[config.mk]
export PLATFORM = sky130hd
export DESIGN_NAME = osrc_ctrl
export DESIGN_NICKNAME = d
export VERILOG_FILES = /design/src/hdl/osrc_pkg.sv /design/src/hdl/osrc_ctrl.sv
export SDC_FILE = /design/constraint.sdc
export NUM_CORES = 1
export LEC_CHECK = 0
export BUFFER_PORTS_ARGS = -buffer_cell sky130_fd_sc_hd__buf_4
export CAP_MARGIN = 0
export CORE_AREA = 2 2 39 41
export CTS_CLUSTER_DIAMETER = 100
export DETAILED_ROUTE_END_ITERATION = 10
export DIE_AREA = 0 0 41 43
export PLACE_DENSITY_LB_ADDON = 0.1
export SLEW_MARGIN = 20
export SYNTH_ARGS = -nofsm -noshare
export SYNTH_HDL_FRONTEND = slang
export SYNTH_SLANG_ARGS = --single-unit
[constraint.sdc]
create_clock -name i_clk -period 4 [get_ports i_clk]
set_clock_uncertainty 0.1 [all_clocks]
set_input_delay 1.2 -clock i_clk [delete_from_list [all_inputs] [get_ports i_clk]]
set_output_delay 1.2 -clock i_clk [all_outputs]
set_load 0.01 [all_outputs]
[src/hdl/osrc_pkg.sv]
package osrc_pkg;

    // operation codes carried in the mode field
    typedef enum logic [3:0] {
        MODE_INSERT     = 4'd0,
        MODE_REMOVE     = 4'd1,
        MODE_LOWERBOUND = 4'd2,
        MODE_MIN        = 4'd3,
        MODE_MAX        = 4'd4,
        MODE_POPMIN     = 4'd5,
        MODE_POPMAX     = 4'd6,
        MODE_COUNT      = 4'd7,
        MODE_NEXT       = 4'd8,
        MODE_PREV       = 4'd9,
        MODE_GET        = 4'd10,
        MODE_ERASE      = 4'd11,
        MODE_AT         = 4'd12,
        MODE_POPAT      = 4'd13,
        MODE_RANK       = 4'd14
    } t_mode;

    // result status codes
    typedef enum logic [2:0] {
        STS_OK         = 3'd0,
        STS_NO_VALUE   = 3'd1,
        STS_MISSING    = 3'd2,
        STS_EMPTY      = 3'd3,
        STS_RANGE      = 3'd4,
        STS_CURSOR_END = 3'd5,
        STS_FULL       = 3'd6
    } t_status;

    // change applied to the key cells
    typedef enum logic [1:0] {
        OP_NONE,
        OP_INS,
        OP_DEL
    } t_op;

    // controller states
    typedef enum logic [1:0] {
        S_IDLE,
        S_LOCATE,
        S_DECIDE,
        S_APPLY
    } t_state;

    // input item
    typedef struct packed {
        logic [3:0]         mode;
        logic signed [63:0] key;
        logic signed [15:0] position;
    } t_cmd;

    // result item
    typedef struct packed {
        logic [2:0]         status;
        logic signed [63:0] value;
        logic               inserted;
        logic [14:0]        number;
    } t_rsp;

    // controller to datapath step commands
    typedef struct packed {
        logic capture;
        logic locate;
        logic decide;
        logic apply;
    } t_ctl;

endpackage

[src/hdl/osrc_ctrl.sv]
module osrc_ctrl (
    input  logic            i_clk,
    input  logic            i_rst_n,
    input  logic            i_start,
    output logic            o_busy,
    output osrc_pkg::t_ctl  o_ctl
);

    osrc_pkg::t_state r_state;
    osrc_pkg::t_state n_state;

    // state register
    always_ff @(posedge i_clk) begin
        if (!i_rst_n) begin
            r_state <= osrc_pkg::S_IDLE;
        end else begin
            r_state <= n_state;
        end
    end

    // next state
    always_comb begin
        n_state = r_state;
        case (r_state)
            osrc_pkg::S_IDLE: begin
                if (i_start) begin
                    n_state = osrc_pkg::S_LOCATE;
                end
            end
            osrc_pkg::S_LOCATE: n_state = osrc_pkg::S_DECIDE;
            osrc_pkg::S_DECIDE: n_state = osrc_pkg::S_APPLY;
            osrc_pkg::S_APPLY:  n_state = osrc_pkg::S_IDLE;
            default:            n_state = osrc_pkg::S_IDLE;
        endcase
    end

    // step commands
    always_comb begin
        o_ctl  = '0;
        o_busy = 1'b1;
        case (r_state)
            osrc_pkg::S_IDLE: begin
                o_busy      = 1'b0;
                o_ctl.capture = i_start;
            end
            osrc_pkg::S_LOCATE: o_ctl.locate = 1'b1;
            osrc_pkg::S_DECIDE: o_ctl.decide = 1'b1;
            osrc_pkg::S_APPLY:  o_ctl.apply  = 1'b1;
            default:            o_busy = 1'b0;
        endcase
    end

endmodule

=== Yosys cells after proc, flatten, opt, wreduce, memory -nomap -nowiden ===
Index checks and enable logic that the tools add are counted.

* Eq/ne operators: 4
* Multiplexer cells: 7
* Reduce and logical (&&, ||, !) cells: 1

{| class="wikitable"
|+ Operators by type and width
! kind !! number
|-
| one-hot mux 2 bit (4 select lines) || 1
|-
| 2-to-1 mux 1 bit || 5
|-
| == test 2 bit (second input constant) || 2
|-
| == test 2 x 1 -> 1 bit (second input constant) || 1
|-
| zero test 2 bit || 1
|-
| 2-to-1 mux 2 bit || 1
|-
| != test 2 bit (second input constant) || 1
|}

* Register bits: 2
* Input port bits: 3
* Output and inout port bits: 5
* Logic and storage cells: 13

=== Longest topological paths before layout ===
* Word-level depth: 2
* Gate-level depth with buffers: 5
* Depth with buffers taken out: 5

=== Least setup slack after synthesis ===
OpenSTA, ideal clock, no wires.

* Kind: in2out
* Start: in i_start
* End: out o_ctl[3] in the netlist's numbering
* Data arrival time: 1.368 ns
* Required time: 2.700 ns
* Path slack: 1.332 ns
* Stages on the path: 1
* Buffers on the path: 0
* Path through: and2_2

* Word-level cells in the longest chain between the ends: 1

{| class="wikitable"
|+ Ends and longest elaborated chain
! what !! line !! source
|-
| from (decl) || osrc_ctrl.sv:4 || <nowiki>input logic i_start,</nowiki>
|-
| 2-to-1 mux 1 bit || osrc_ctrl.sv:41 || <nowiki>case (r_state)</nowiki>
|-
| to (decl) || osrc_ctrl.sv:6 || <nowiki>output osrc_pkg::t_ctl o_ctl</nowiki>
|}

Every way passes these cells.

==> results.toml <==
[status]
outcome = "completed"

[global_route]
grt.overflow.total = 0
antenna_found_initial = 0
first_global_vias = 166
gr-usage-all-layers_pct = 5.61
grt_first_pass_wirelength_um = 593
grt_max_degree = 5

[placement]
dp_cells = 40
port_buffers = 7
gp_congestion = 0.546

[power]
p_leak_nw = 0.150
peakVddDrop_uv = 177
powerDensity_nw_per_um2 = 730

[detailed_routing]
firstDrtPassIters = 2
drc = 0
num_vias = 136
drt-initial-drc-count = 2
drt_wl_total_um = 331
ant_nets = 0
wl_per_cell_um = 7.70
via_per_inst = 3.16

[clock_tree]
clock_latency_ps = 220
cts-root-buf = "clkbuf_4"
h-tree-depth = 1
cts_sinks = 2
cts_hold_buf = 0
post_cts_buffers = 0
cts_tree = "built"
clk_path_buf_depth = 2
clkTransAtPathRegs_ps = 30
cts_buffers = 3
cts_resized = 0

[timing]
fin_tns_setup_ps = 0
finalMaxSlewViolations = 0
maxSlewHeadroom_pct = 91.9
fmax_mhz = 345
hold_viol = 0
timing.hold.ws_ps = 470
finalCritPeriodShare_pct = 72.5
setup-violations-final = 0
rsz0062_at_grt = "false"
worst_slew_pin_slew_ps = 118
period_needed_ps = 2900

[critical_path]
cp_data_required_time_ps = 2700
cp-start-kind = "input port"
reg2reg_from = "r_state[0]"
critPathMaxStageDelay_ps = 150
critPathLaunch = "i_start"
worstSetupPathType = "in -> out"
cp_slowest_cell = "and2_2"
cp_cell_sequence = "buf_4, and2_2, buf_4"
crit_top_cell = "buf_4"
cp_max_fo = 2
cp_data_arrival_time_ps = 1600
endpoint_kind = "primary output"

[synth]
avgSynthCellArea_um2 = 9.94
netlist_area_um2 = 169
synth_nets = 25
yosysSeqAreaShare_pct = 23.7
yosysUniqueCellTypes = 10
syn_inst = 17
synth_seq_cells = 2
yosysWarnings = 0

[cells_and_area]
drive_gt1_share_pct = 44.4
top_regs = "r_state x2"
largest_reg_flops = 2
multi_input_area_um2 = 118
nets = 37
final_cells = 43
final_common_cell = "buf_4"
regMostFlops = "r_state"
seqCellArea_um2 = 40.0
fill_cells = 167
area_delta_synth_final_pct = 56.3
diodes = 0
layout_common_cells = "buf_4, ha_1, inv_1, clkbuf_4, dfxtp_1"

[floorplanning]
start_util_pct = 12.2
core_um2 = 1380
row_count = 14
ioPinCount = 8
die_w_um = 41
dieArea_um2 = 1760
die_y_um = 43

[hold_path]
holdCritStartpoint = "r_state[1]"
hp-class = "reg -> reg"

[flow_run]
maxCapViolations = 0
==> power by group <==
part	internal (mW)	total, mW	switching (mW)
Clock	0.0331	0.0447	0.0116
Combinational	0.0562	0.109	0.0529
Sequential	0.0291	0.0391	0.00992
==> cell type report <==
| class | count | share of cell area (%) |
|---|---|---|
| Sequential cell | 2 | 15.2 |
| Clock buffer | 3 | 8.53 |
| Tap cell | 16 | 7.58 |
| Multi-Input combinational cell | 12 | 44.5 |
| Inverter | 3 | 4.27 |
| Timing Repair Buffer | 7 | 19.9 |
==> metal layers <==
metal	wire length, µm	vias up	global-route usage (%)
met5	0	-	0
met4	0	0	8.00
met3	10	0	3.14
met2	169	3	7.19
met1	151	60	4.78
li1	-	73	-
==> critical path: cells and delay by family <==
kind          cells  cell delay (ps)
simple gates      1              150
buf+inv           2              250
==> synthesized netlist by cell type <==
cell type	count	area share, %
nand2_1	1	2.2
o211a_1	1	5.9
nand2b_4	1	8.1
nor2_1	1	2.2
nor2b_1	1	3.7
inv_1	3	6.7
dfxtp_1	2	24
ha_1	5	37
mux2i_1	1	5.9
and2_2	1	4.4
==> cell families (layout without fill, tap and decap cells) <==
group / count (synthesis) / after routing / share of synthesized area [%]
muxes: 1 / 1 / 5.93
AOI/OAI and AO/OA: 1 / 1 / 5.93
adders and majority gates: 5 / 5 / 37.0
DFF: 2 / 2 / 23.7
buffers and inverters: 3 / 13 / 6.67
and+or+nand+nor: 5 / 5 / 20.7
==> worst paths after layout <==
kind	endpoint	slack, ps	cells past startpoint
worst max-delay path	o_ctl[3]	1100	3
worst min-delay path	r_state[1]	470	2
worst max register to register	r_state[1]	2730	5
worst min register to register	r_state[1]	470	2
==> metrics by stage <==
step	power, mW	area (µm²)	util, %	setup slack [ps]
2_1_floorplan	0.109	169	-	1330
3_3_place_gp	0.152	241	17.5	1100
3_5_place_dp	0.151	241	17.5	1100
4_1_cts	0.200	264	19.1	1100
5_1_grt	0.219	264	19.1	1090
6_report	0.193	264	19.1	1100
Power figures use the tool's default switching activity.
